### src/hhm_pkg.sv
// Shared types and constants for the hotness hotlist monitor.
// Holds the item layouts, operation and register codes and fixed widths.
// No dependencies; imported by every module of the block.
package hhm_pkg;

   // Fixed field widths
   localparam int ADDR_BITS    = 34;
   localparam int PTR_FIELD_W  = 6;
   localparam int WORD_W       = 32;
   localparam int SIZE_W       = 5;
   localparam int MAP_SPAN_BIT = 33;
   localparam int MAP_BIT_LSB  = 28;
   localparam logic [SIZE_W-1:0] SIZE_LOG2_RESET = 5'd28;

   // Stream widths, padded to whole bytes
   localparam int REQ_ITEM_W  = 86;
   localparam int REQ_TDATA_W = 88;
   localparam int RSP_ITEM_W  = 50;
   localparam int RSP_TDATA_W = 56;

   // Register file port
   localparam int CSR_ADDR_W = 5;
   localparam int CSR_DATA_W = 32;

   typedef enum logic [2:0] {
      OP_TICK      = 3'd0,
      OP_WR_PTRS   = 3'd1,
      OP_WR_OVF    = 3'd2,
      OP_RD_ENTRY  = 3'd3,
      OP_RD_PTRS   = 3'd4
   } op_type;

   typedef enum logic [2:0] {
      REG_ENABLE   = 3'd0,
      REG_EPOCH    = 3'd1,
      REG_UNIT_SZ  = 3'd2,
      REG_MAP_LOW  = 3'd3,
      REG_MAP_HIGH = 3'd4
   } reg_idx_type;

   // Input item, first field in the highest bits
   typedef struct packed {
      logic [PTR_FIELD_W-1:0] entry_index;
      logic                   overflow_value;
      logic [PTR_FIELD_W-1:0] tail_value;
      logic [PTR_FIELD_W-1:0] head_value;
      logic [WORD_W-1:0]      random_count;
      logic [WORD_W-1:0]      random_unit;
      logic [2:0]             operation;
   } req_item_type;

   // Result item, first field in the highest bits
   typedef struct packed {
      logic                   entry_added;
      logic                   interrupt_pulse;
      logic                   monitor_active;
      logic                   overflow_status;
      logic [PTR_FIELD_W-1:0] read_tail;
      logic [PTR_FIELD_W-1:0] read_head;
      logic [ADDR_BITS-1:0]   read_entry;
   } rsp_item_type;

   // Monitor configuration handed to the entry generator
   typedef struct packed {
      logic              epoch_mode;
      logic [SIZE_W-1:0] size_log2;
      logic [WORD_W-1:0] map_low;
      logic [WORD_W-1:0] map_high;
   } mon_cfg_type;

   // Candidate hotlist entry for a tick
   typedef struct packed {
      logic                 tracked;
      logic [ADDR_BITS-1:0] entry;
   } gen_result_type;

endpackage

### src/hhm_entry_gen.sv
// Candidate entry builder: masks the random unit and count, checks the range maps
// and forms the 34-bit hotlist entry. Pure combinational logic.
// Depends on hhm_pkg.
module hhm_entry_gen (
   input  hhm_pkg::mon_cfg_type    cfg,
   input  logic [31:0]             random_unit,
   input  logic [31:0]             random_count,
   output hhm_pkg::gen_result_type result
);
   import hhm_pkg::*;

   logic [WORD_W-1:0]    unit_mask;
   logic [WORD_W-1:0]    unit_masked;
   logic [WORD_W-1:0]    count_masked;
   logic [ADDR_BITS-1:0] unit_addr;
   logic [4:0]           map_bit;
   logic [WORD_W-1:0]    map_sel;

   // Unit id keeps 34 - size_log2 bits, all 32 when the size is two or less
   always_comb begin
      if (cfg.size_log2 <= 5'd2) begin
         unit_mask = '1;
      end else begin
         unit_mask = {WORD_W{1'b1}} >> (cfg.size_log2 - 5'd2);
      end
   end

   assign unit_masked  = random_unit & unit_mask;
   assign count_masked = cfg.epoch_mode ? (random_count & ~({WORD_W{1'b1}} << cfg.size_log2))
                                        : '0;

   // Place the unit in the address space and pick the map bit
   assign unit_addr = {2'b00, unit_masked} << cfg.size_log2;
   assign map_bit   = unit_addr[MAP_SPAN_BIT-1:MAP_BIT_LSB];
   assign map_sel   = unit_addr[MAP_SPAN_BIT] ? cfg.map_high : cfg.map_low;

   assign result.tracked = map_sel[map_bit];
   assign result.entry   = unit_addr + {2'b00, count_masked};

endmodule

### src/hhm_store.sv
// Hotlist ring storage: one write port, one registered read port.
// A read that meets a write to the same slot at the same edge returns the new entry.
// Depends on hhm_pkg.
module hhm_store #(
   parameter int DEPTH  = 64,
   parameter int ADDR_W = 6
) (
   input  logic                          clock,
   input  logic                          wr_en,
   input  logic [ADDR_W-1:0]             wr_addr,
   input  logic [hhm_pkg::ADDR_BITS-1:0] wr_data,
   input  logic                          rd_en,
   input  logic [ADDR_W-1:0]             rd_addr,
   output logic [hhm_pkg::ADDR_BITS-1:0] rd_data
);
   import hhm_pkg::*;

   logic [ADDR_BITS-1:0] mem [DEPTH];
   logic [ADDR_BITS-1:0] rd_data_ff;

   // Write the slot at the tail
   always_ff @(posedge clock) begin
      if (wr_en) begin
         mem[wr_addr] <= wr_data;
      end
   end

   // Register the read, forwarding a same-edge write
   always_ff @(posedge clock) begin
      if (rd_en) begin
         if (wr_en && (wr_addr == rd_addr)) begin
            rd_data_ff <= wr_data;
         end else begin
            rd_data_ff <= mem[rd_addr];
         end
      end
   end

   assign rd_data = rd_data_ff;

endmodule

### src/hotness_hotlist_monitor_unit.sv
// Top level of the hotness hotlist monitor: stream ports, register file,
// input stage, ring pointers and flags, and result register.
// Depends on hhm_pkg, hhm_entry_gen and hhm_store.
//
//   port group | direction | contents
//   req_*      | in        | one operation per transfer (tick, pointer/flag write, reads)
//   rsp_*      | out       | one result per operation: entry, pointers, flags
//   csr_*      | in/out    | registers: enable, epoch mode, unit size, two range maps
//
// One operation per cycle sustained while rsp_tready is high; each result is offered on rsp_*
// after its request passes the input stage (with the ring read), then the result register.
// Reset clears pointers, flags, registers and both stage valids; ring slots
// are left as they are. A stalled result holds the input stage, and req_tready
// drops only while both stages are full and rsp_tready is low.
module hotness_hotlist_monitor_unit #(
   parameter int HOTLIST_DEPTH = 64
) (
   input  logic                            clock,
   input  logic                            reset,
   input  logic                            req_tvalid,
   output logic                            req_tready,
   // operation[2:0], random_unit[34:3], random_count[66:35], head_value[72:67],
   // tail_value[78:73], overflow_value[79], entry_index[85:80], zero pad[87:86]
   input  logic [hhm_pkg::REQ_TDATA_W-1:0] req_tdata,
   output logic                            rsp_tvalid,
   input  logic                            rsp_tready,
   // read_entry[33:0], read_head[39:34], read_tail[45:40], overflow_status[46],
   // monitor_active[47], interrupt_pulse[48], entry_added[49], zero pad[55:50]
   output logic [hhm_pkg::RSP_TDATA_W-1:0] rsp_tdata,
   input  logic                            csr_psel,
   input  logic                            csr_penable,
   input  logic                            csr_pwrite,
   input  logic [hhm_pkg::CSR_ADDR_W-1:0]  csr_paddr,
   input  logic [hhm_pkg::CSR_DATA_W-1:0]  csr_pwdata,
   output logic [hhm_pkg::CSR_DATA_W-1:0]  csr_prdata,
   output logic                            csr_pready
);
   import hhm_pkg::*;

   localparam int PW = (HOTLIST_DEPTH > 1) ? $clog2(HOTLIST_DEPTH) : 1;
   localparam int PTR_VALUES = 1 << PTR_FIELD_W;

   // Configuration registers
   logic              enable_ff;
   logic              epoch_ff;
   logic [SIZE_W-1:0] size_log2_ff;
   logic [WORD_W-1:0] map_low_ff;
   logic [WORD_W-1:0] map_high_ff;
   logic              csr_wr;
   reg_idx_type       csr_idx;

   // Pipeline
   req_item_type   req_item;
   logic           accept;
   logic           advance;
   logic           s1_valid_ff;
   req_item_type   s1_item_ff;
   logic           rsp_valid_ff;
   rsp_item_type   rsp_item_ff;
   rsp_item_type   rsp_item_in;

   // Ring state
   logic [PW-1:0]  head_ff, head_in;
   logic [PW-1:0]  tail_ff, tail_in;
   logic           ovf_ff, ovf_in;
   logic           active_ff, active_in;
   logic [PW-1:0]  tail_next;
   logic           ring_full;
   logic [PW-1:0]  ptr_mod [PTR_VALUES];

   // Entry path
   mon_cfg_type          mon_cfg;
   gen_result_type       gen;
   logic                 wr_en;
   logic [ADDR_BITS-1:0] rd_data;
   logic                 entry_in_range;
   logic                 pulse;
   logic                 added;

   // Register file
   assign csr_pready = 1'b1;
   assign csr_wr     = csr_psel && csr_penable && csr_pwrite && csr_pready;
   assign csr_idx    = reg_idx_type'(csr_paddr[CSR_ADDR_W-1:2]);

   always_ff @(posedge clock) begin
      if (reset) begin
         enable_ff    <= 1'b0;
         epoch_ff     <= 1'b0;
         size_log2_ff <= SIZE_LOG2_RESET;
         map_low_ff   <= '0;
         map_high_ff  <= '0;
      end else if (csr_wr) begin
         case (csr_idx)
            REG_ENABLE:   enable_ff    <= csr_pwdata[0];
            REG_EPOCH:    epoch_ff     <= csr_pwdata[0];
            REG_UNIT_SZ:  size_log2_ff <= csr_pwdata[SIZE_W-1:0];
            REG_MAP_LOW:  map_low_ff   <= csr_pwdata;
            REG_MAP_HIGH: map_high_ff  <= csr_pwdata;
            default: ;
         endcase
      end
   end

   always_comb begin
      case (csr_idx)
         REG_ENABLE:   csr_prdata = {31'd0, enable_ff};
         REG_EPOCH:    csr_prdata = {31'd0, epoch_ff};
         REG_UNIT_SZ:  csr_prdata = {27'd0, size_log2_ff};
         REG_MAP_LOW:  csr_prdata = map_low_ff;
         REG_MAP_HIGH: csr_prdata = map_high_ff;
         default:      csr_prdata = '0;
      endcase
   end

   // Handshakes: the input stage advances whenever the result register frees up
   assign req_item   = req_item_type'(req_tdata[REQ_ITEM_W-1:0]);
   assign advance    = s1_valid_ff && (!rsp_valid_ff || rsp_tready);
   assign req_tready = !s1_valid_ff || advance;
   assign accept     = req_tvalid && req_tready;

   // Input stage
   always_ff @(posedge clock) begin
      if (reset) begin
         s1_valid_ff <= 1'b0;
      end else if (req_tready) begin
         s1_valid_ff <= req_tvalid;
      end
   end

   always_ff @(posedge clock) begin
      if (accept) begin
         s1_item_ff <= req_item;
      end
   end

   // Pointer values reduced modulo the ring depth
   for (genvar g = 0; g < PTR_VALUES; g++) begin : g_ptr_mod
      assign ptr_mod[g] = PW'(g % HOTLIST_DEPTH);
   end

   // Candidate entry for a tick
   assign mon_cfg.epoch_mode = epoch_ff;
   assign mon_cfg.size_log2  = size_log2_ff;
   assign mon_cfg.map_low    = map_low_ff;
   assign mon_cfg.map_high   = map_high_ff;

   hhm_entry_gen u_entry_gen (
      .cfg          (mon_cfg),
      .random_unit  (s1_item_ff.random_unit),
      .random_count (s1_item_ff.random_count),
      .result       (gen)
   );

   // Ring full when the tail would run into the head
   assign tail_next = (tail_ff == PW'(HOTLIST_DEPTH - 1)) ? '0 : tail_ff + 1'b1;
   assign ring_full = (head_ff == tail_next);

   // Apply one operation to the ring state
   always_comb begin
      head_in   = head_ff;
      tail_in   = tail_ff;
      ovf_in    = ovf_ff;
      active_in = active_ff;
      pulse     = 1'b0;
      added     = 1'b0;
      wr_en     = 1'b0;
      case (op_type'(s1_item_ff.operation))
         OP_TICK: begin
            active_in = enable_ff;
            if (enable_ff) begin
               if (ring_full) begin
                  if (!ovf_ff) begin
                     ovf_in = 1'b1;
                     pulse  = 1'b1;
                  end
               end else if (gen.tracked) begin
                  wr_en   = advance;
                  tail_in = tail_next;
                  added   = 1'b1;
               end
            end
         end
         OP_WR_PTRS: begin
            head_in = ptr_mod[s1_item_ff.head_value];
            tail_in = ptr_mod[s1_item_ff.tail_value];
         end
         OP_WR_OVF: begin
            ovf_in = s1_item_ff.overflow_value;
         end
         default: ;
      endcase
   end

   always_ff @(posedge clock) begin
      if (reset) begin
         head_ff   <= '0;
         tail_ff   <= '0;
         ovf_ff    <= 1'b0;
         active_ff <= 1'b0;
      end else if (advance) begin
         head_ff   <= head_in;
         tail_ff   <= tail_in;
         ovf_ff    <= ovf_in;
         active_ff <= active_in;
      end
   end

   // Ring storage, read as the item enters the input stage
   hhm_store #(
      .DEPTH  (HOTLIST_DEPTH),
      .ADDR_W (PW)
   ) u_store (
      .clock   (clock),
      .wr_en   (wr_en),
      .wr_addr (tail_ff),
      .wr_data (gen.entry),
      .rd_en   (accept),
      .rd_addr (PW'(req_item.entry_index)),
      .rd_data (rd_data)
   );

   assign entry_in_range = ({26'd0, s1_item_ff.entry_index} < 32'(HOTLIST_DEPTH));

   // Build the result
   always_comb begin
      rsp_item_in.read_entry      = '0;
      if ((op_type'(s1_item_ff.operation) == OP_RD_ENTRY) && entry_in_range) begin
         rsp_item_in.read_entry   = rd_data;
      end
      rsp_item_in.read_head       = PTR_FIELD_W'(head_in);
      rsp_item_in.read_tail       = PTR_FIELD_W'(tail_in);
      rsp_item_in.overflow_status = ovf_in;
      rsp_item_in.monitor_active  = active_in;
      rsp_item_in.interrupt_pulse = pulse;
      rsp_item_in.entry_added     = added;
   end

   // Result register
   always_ff @(posedge clock) begin
      if (reset) begin
         rsp_valid_ff <= 1'b0;
      end else if (advance) begin
         rsp_valid_ff <= 1'b1;
      end else if (rsp_tready) begin
         rsp_valid_ff <= 1'b0;
      end
   end

   always_ff @(posedge clock) begin
      if (advance) begin
         rsp_item_ff <= rsp_item_in;
      end
   end

   assign rsp_tvalid = rsp_valid_ff;
   assign rsp_tdata  = {{(RSP_TDATA_W - RSP_ITEM_W){1'b0}}, rsp_item_ff};

   // A pulse only comes with the overflow flag set
   a_pulse_sets_flag: assert property (@(posedge clock) disable iff (reset)
      rsp_valid_ff && rsp_item_ff.interrupt_pulse |-> rsp_item_ff.overflow_status)
      else $error("interrupt pulse without overflow status");

   // A tick may store an entry or raise the overflow, never both
   a_pulse_xor_add: assert property (@(posedge clock) disable iff (reset)
      rsp_valid_ff |-> !(rsp_item_ff.interrupt_pulse && rsp_item_ff.entry_added))
      else $error("entry stored on an overflowing tick");

   // An entry is stored only by an enabled tick
   a_add_active: assert property (@(posedge clock) disable iff (reset)
      rsp_valid_ff && rsp_item_ff.entry_added |-> rsp_item_ff.monitor_active)
      else $error("entry stored while the monitor was inactive");

   // The ring write advances the tail by one slot
   a_tail_step: assert property (@(posedge clock) disable iff (reset)
      wr_en |=> (tail_ff == $past(tail_next)))
      else $error("tail did not advance after a ring write");

   // A held input stage keeps its item
   a_stage_hold: assert property (@(posedge clock) disable iff (reset)
      s1_valid_ff && !advance |=> s1_valid_ff)
      else $error("input stage dropped a stalled item");

endmodule
### config.mk
export PLATFORM = sky130hd
export DESIGN_NAME = hotness_hotlist_monitor_unit
export DESIGN_NICKNAME = d
export VERILOG_FILES = /design/src/hhm_pkg.sv /design/src/hhm_entry_gen.sv /design/src/hhm_store.sv /design/src/hotness_hotlist_monitor_unit.sv
export SDC_FILE = /design/constraint.sdc
export NUM_CORES = 2
export LEC_CHECK = 0
export BUFFER_PORTS_ARGS = -buffer_cell sky130_fd_sc_hd__buf_2
export CAP_MARGIN = 20
export CORE_MARGIN = 3
export CORE_UTILIZATION = 54
export CTS_BUF_LIST = sky130_fd_sc_hd__clkbuf_4 sky130_fd_sc_hd__clkbuf_8
export DETAILED_ROUTE_END_ITERATION = 8
export PLACE_DENSITY = 0.83
export SYNTH_ARGS = -nofsm -noshare
export SYNTH_HDL_FRONTEND = slang
export SYNTH_SLANG_ARGS = --single-unit
export TNS_END_PERCENT = 1
### constraint.sdc
create_clock -name clock -period 8.3 [get_ports clock]
set_input_delay 1.245 -clock clock [delete_from_list [all_inputs] [get_ports clock]]
set_output_delay 1.245 -clock clock [all_outputs]
set_load 0.02 [all_outputs]
# [Word level (Yosys, flattened, before mapping)]
# Memories as Yosys holds them, arrays and structs flattened. A register that Yosys moved wholly into a read port is not among the register bits.
# Index checks and enable logic that the tools add are counted.
[op_classes] add_sub_neg=3 n_reduce_logical=18 bitwise_logic=7 eq_ne=9 magnitude_cmp=4 mux=30 shift=3
[op_table] operator="32-bit one-hot mux with 5 select lines" n=1
[op_table] operator="32-bit 2-to-1 mux" n=3
[op_table] operator="32-bit bitwise AND" n=2
[op_table] operator="6-bit 2-to-1 mux" n=9
[op_table] operator="34-bit by 32-bit adder with 34-bit output" n=1
[op_table] operator="32-bit by 5-bit left shift with 34-bit output" n=1
[op_table] operator="32-bit inverter" n=1
[op_table] operator="32-bit by 5-bit left shift with 32-bit output (first input constant)" n=1
[op_table] operator="32-bit by 5-bit >> shifter with 32-bit output (first input constant)" n=1
[op_table] operator="7-bit greater-or-equal comparator (second input constant)" n=2
[op_table] operator="1-bit 2-to-1 mux" n=14
[op_table] operator="6-bit inverter with 7-bit output" n=2
[op_table] operator="3-bit by 2-bit == test with 1-bit output (second input constant)" n=4
[op_table] operator="6-bit one-hot mux with 2 select lines" n=1
[op_table] operator="2-bit AND reduction" n=5
[op_table] operator="6-bit by 1-bit adder with 6-bit output (second input constant)" n=1
[op_table] operator="3-bit by 1-bit == test with 1-bit output (second input constant)" n=2
[op_table] operator="6-bit == test" n=1
[op_table] operator="6-bit == test (second input constant)" n=1
[op_table] operator="3-bit logical NOT" n=2
[op_table] operator="5-bit by 6-bit < comparator with 1-bit output (second input constant)" n=1
[op_table] operator="1-bit binary-select mux with 5-bit select" n=1
[op_table] operator="5-bit by 2-bit <= comparator with 1-bit output (second input constant)" n=1
[op_table] operator="5-bit by 2-bit subtractor with 5-bit output (second input constant)" n=1
[op_table] operator="9 further kinds" n=15
[word_totals] input_bits=132 word_cells=101 mem_count=3 romBits=768 ramBits=2176 out_inout_bits=91 regBits=217
[mem_list] memory="u_store.mem" depth=64 word_bits=34 read_ports=1 rd_ports_with_merged_regs=1 wr=1 line_no="hhm_store.sv:18" source="logic [ADDR_BITS-1:0] mem [DEPTH];"
[mem_list] memory="(no name shown)" depth=64 word_bits=6 read_ports=1 rd_ports_with_merged_regs=0 wr=0 line_no="hotness_hotlist_monitor_unit.sv:185" source="tail_in = ptr_mod[s1_item_ff.tail_value];"
[mem_list] memory="(no name shown)" depth=64 word_bits=6 read_ports=1 rd_ports_with_merged_regs=0 wr=0 line_no="hotness_hotlist_monitor_unit.sv:184" source="head_in = ptr_mod[s1_item_ff.head_value];"

# [Depth between registers and ports, before layout]
[depth] ltp_word=14 depth_mapped=32 mapped_depth_nobuf=26

# [Hierarchy]
# From an unflattened synthesis, not the netlist that was laid out.
[unflattened] cells_unflattened=5840 area_unflattened_um2=98998.7
[by_module_without_submodules] mod="hhm_store" seq_area_each_um2=66363.6 cells_each=4415 area_per_inst_um2=85463.2 n_inst=1
[by_module_without_submodules] mod="hotness_hotlist_monitor_unit" seq_area_each_um2=5645.4 cells_each=701 area_per_inst_um2=8331.7 n_inst=1
[by_module_without_submodules] mod="hhm_entry_gen" seq_area_each_um2=0.0 cells_each=724 area_per_inst_um2=5203.7 n_inst=1

# [Worst setup path after synthesis]
# Ideal clock, no wire load.
[synth_path] path_type="register to register" from="reg size_log2_ff[1]" to="mem u_store.mem[0][33] (data pin)" required_time_ps=7727 path_slack_ps=-345 t_arrival_ps=8072 period_less_slack_ps=8645 stages_incl_launch_ff=31 path_buffers=7 setup_time_ps=573 cell_sequence="dfxtp_1 -> buf_6 -> buf_2 -> inv_1 -> clkbuf_1 -> clkbuf_1 -> ha_1 -> clkbuf_1 -> inv_1 -> ha_1 -> clkbuf_1 -> clkbuf_1 -> nor3_1 -> a211oi_1 -> a21oi_1 -> o21bai_1 -> o22ai_1 -> and2_1 -> ha_1 -> a21o_1 -> a21o_1 -> a211oi_1 -> nand2_1 -> a41o_1 -> o211a_1 -> nor4_1 -> o31ai_1 -> o21a_1 -> nand3_1 -> a21oi_1 -> xnor2_1"
[synth_rtl] element="start, declared" line_no="hotness_hotlist_monitor_unit.sv:46" source="logic [SIZE_W-1:0] size_log2_ff;"
[synth_rtl] element="start signal, assigned" line_no="hotness_hotlist_monitor_unit.sv:96" source="REG_UNIT_SZ: size_log2_ff <= csr_pwdata[SIZE_W-1:0];"
[synth_rtl] element="end, declared" line_no="hhm_store.sv:18"

==> metrics.txt <==
post-layout total power 24.0 mW; total non-filler cell area in the finished layout 111000 µm²; result of the run finished clean; Post-CTS Setup Bufs 0; number of flops mapped to enable cells by yosys 2339; dominant register cell in the synthesized netlist sky130_fd_sc_hd__edfxtp_1; share of the yosys chip area belonging to registers 0.734; starting utilization of the core area 0.546; final worst slack 0.625 ns; CTS Buf Count 374; post-placement setup slack 0.871 ns; leading cell types by count after synthesis sky130_fd_sc_hd__edfxtp_1 (2339), sky130_fd_sc_hd__mux4_2 (711), sky130_fd_sc_hd__nand2_1 (258); proportion of netlist area held by the largest area contributor 0.717; number of antenna violations at the first check in global routing 16; overall die area 187000 µm²; Avg WL per Cell 31.9 µm; arrival time reported for the critical path endpoint 8.43 ns; H-tree levels 5; vias in the first global route 53800; # nets final 5495; maximum number of pins on one net before global-route repair 135; critical path required time 9.05 ns; sinks on the clock net 2426; total number of yosys warnings 0; final setup violation count 0; core outline area 179000 µm²; Residual DRC 0; Max rail drop VDD 0.187 mV; combined area of all synthesized cells 98000 µm²; CTS resizes 0; final cell count without fillers 7955; max-cap violation count 0; pin slew with the least headroom to its limit 1.20 ns; total power divided by cell area 217 nW/µm²; worst min path class in -> reg; kind of start point of the critical path flip-flop; average vias per placed instance 6.68; most frequent cell after synthesis sky130_fd_sc_hd__edfxtp_1; dpl cell area 104000 µm²; worst slew slack as a fraction of its limit 0.198; total of buffers placed on input and output ports 210; final-layout fill cell count 11300; CTS tree done; Final HPWL DP 153000 µm; number of standard cells after synthesis 4824; f_max 130 MHz; final core utilization 0.618; clock slew at reported path FFs 0.07 ns; critical path type reg -> reg; Tmin final 7.67 ns; Area Growth Syn to Fin 13.0%; setup repair after global routing missed its margin no; Total Routed Length 254000 µm; Async SR Flop Fraction 0; number of hold-slack violations in the final timing report 0; count of pins over their slew limit 0; total negative slack for setup checks 0 ns; Synth area leader sky130_fd_sc_hd__edfxtp_1; number of nets with antenna violations after detailed routing 0; clock skew after layout 0.0893 ns; number of rows created at floorplan 155; total congestion overflow after global routing 0; hold_ws 0.374 ns; clock latency of the later-clocked register in the worst-skew pair 1.06 ns; Post-Place Cells 7298; wire length of the first global-routing pass 366000 µm; Static Leakage 38.5 nW; fraction of layout instances using a drive strength above 1 0.334; top cells by area, synth sky130_fd_sc_hd__edfxtp_1 (72%), sky130_fd_sc_hd__mux4_2 (16%), sky130_fd_sc_hd__dfxtp_1 (1.8%); critical path endpoint category flip-flop; post-synthesis register bit count 2426; Hold Buf Count CTS 0; Clock Path Buffers 4; Boundary Pins 223; Crit Path Max Fanout 47; mean area per synthesized cell 20.3 µm²; cell chosen for the clock root sky130_fd_sc_hd__clkbuf_8; share of the cycle needed by the critical path after routing 0.925; detailed-router iteration count before antenna repair 8; count of vias placed by the detailed router 53100; die width 432 µm; aggregate global-route resource usage 0.270; final weighted congestion in routability-driven placement 0.927; Distinct cells, synth 87; violation count after the first detailed-route iteration 7583; Die Span Y 432 µm
where the power goes:
part           total [mW]  leakage (nW)  internal (mW)  switching (mW)
clock                9.69          3.78           5.19            4.50
combinational       0.936          10.2          0.385           0.552
sequential           13.4          24.6           13.4          0.0504
total                24.0          38.5           18.9            5.11
worst max-delay path: stages, from the launching register on:
cell                       delay [ns]
sky130_fd_sc_hd__dfxtp_2         0.53
sky130_fd_sc_hd__clkinv_1        0.17
sky130_fd_sc_hd__ha_1            0.22
sky130_fd_sc_hd__buf_4           0.20
sky130_fd_sc_hd__nor4_2          0.46
sky130_fd_sc_hd__a21boi_1        0.31
sky130_fd_sc_hd__o211a_1         0.27
sky130_fd_sc_hd__o31ai_1         0.54
sky130_fd_sc_hd__mux2i_1         0.20
sky130_fd_sc_hd__a21oi_1         0.25
sky130_fd_sc_hd__nor2_1          0.10
sky130_fd_sc_hd__ha_1            0.41
sky130_fd_sc_hd__nand4_1         0.16
sky130_fd_sc_hd__a211oi_1        0.24
sky130_fd_sc_hd__o41ai_1         0.15
sky130_fd_sc_hd__nand2_1         0.24
sky130_fd_sc_hd__a41o_1          0.28
sky130_fd_sc_hd__o211a_1         0.26
sky130_fd_sc_hd__nor4_1          0.09
sky130_fd_sc_hd__o31ai_1         0.54
sky130_fd_sc_hd__o21a_1          0.33
sky130_fd_sc_hd__nand3_1         0.21
sky130_fd_sc_hd__a21oi_1         0.39
sky130_fd_sc_hd__xnor2_4         0.29
sky130_fd_sc_hd__buf_4           0.51
path summary, 6_finish.rpt:
check | start | endpoint | slack, ns | cells after the start
max | size_log2_ff[2] | u_store.mem[37][33] | 0.63 | 24
min reg2reg | map_high_ff[24] | map_high_ff[24] | 0.47 | 2
min | req_tdata[70] | s1_item_ff[70] | 0.37 | 1
max reg2reg | size_log2_ff[2] | u_store.mem[37][33] | 0.63 | 24
flip-flops by register name (all words and copies together), names as in the netlist:
| name | cells |
|---|---|
| size_log2_ff | 5 |
| tail_ff | 6 |
| rsp_tdata | 50 |
| u_store.rd_data | 34 |
| epoch_ff | 1 |
| head_ff | 6 |
| s1_item_ff | 79 |
| enable_ff | 1 |
| map_low_ff | 32 |
| u_store.mem | 2176 |
| map_high_ff | 32 |
| s1_valid_ff | 1 |
| active_ff | 1 |
| ovf_ff | 1 |
| rsp_tvalid | 1 |
per-layer routing:
metal,wire (µm),GRT usage,vias to the layer above
met5,39,0,-
met4,12100,0.120,6
met3,24800,0.0532,677
met2,130000,0.453,3836
met1,87100,0.345,27400
li1,-,-,21200
placed cells by master, fill, tap and decap left out, drive strengths merged, types with 39 or more instances in the layout:
master	synthesis	routed
clkbuf	189	498
nor2	191	191
mux2	51	51
mux4	711	711
nand2	258	258
o21ai	64	64
clkinv	2	131
ha	39	39
dfxtp	87	87
a21oi	133	133
and2	45	45
edfxtp	2339	2339
nor3	42	42
buf	102	409
mux2i	45	45
cell families after synthesis:
family,share of synthesized area
adder cells (fa/ha/maj),0.00518
flip-flops,0.734
AO/OA/AOI/OAI,0.0343
AND/OR/NAND/NOR,0.0339
other,0.0000766
buffers and inverters,0.0133
multiplexers,0.175
XOR/XNOR,0.00384
area by class of cell:
cell class | instances | area, µm² | area share
Sequential cell | 2426 | 72000 | 0.650
Timing Repair Buffer | 409 | 2990 | 0.0270
Clock buffer | 498 | 6170 | 0.0557
Tap cell | 2355 | 2950 | 0.0266
Clock inverter | 151 | 976 | 0.00881
Antenna cell | 4 | 10.0 | 0.0000903
Multi-Input combinational cell | 2085 | 25600 | 0.231
Inverter | 27 | 103 | 0.000926
No activity file was read; power rests on OpenSTA's default activity.
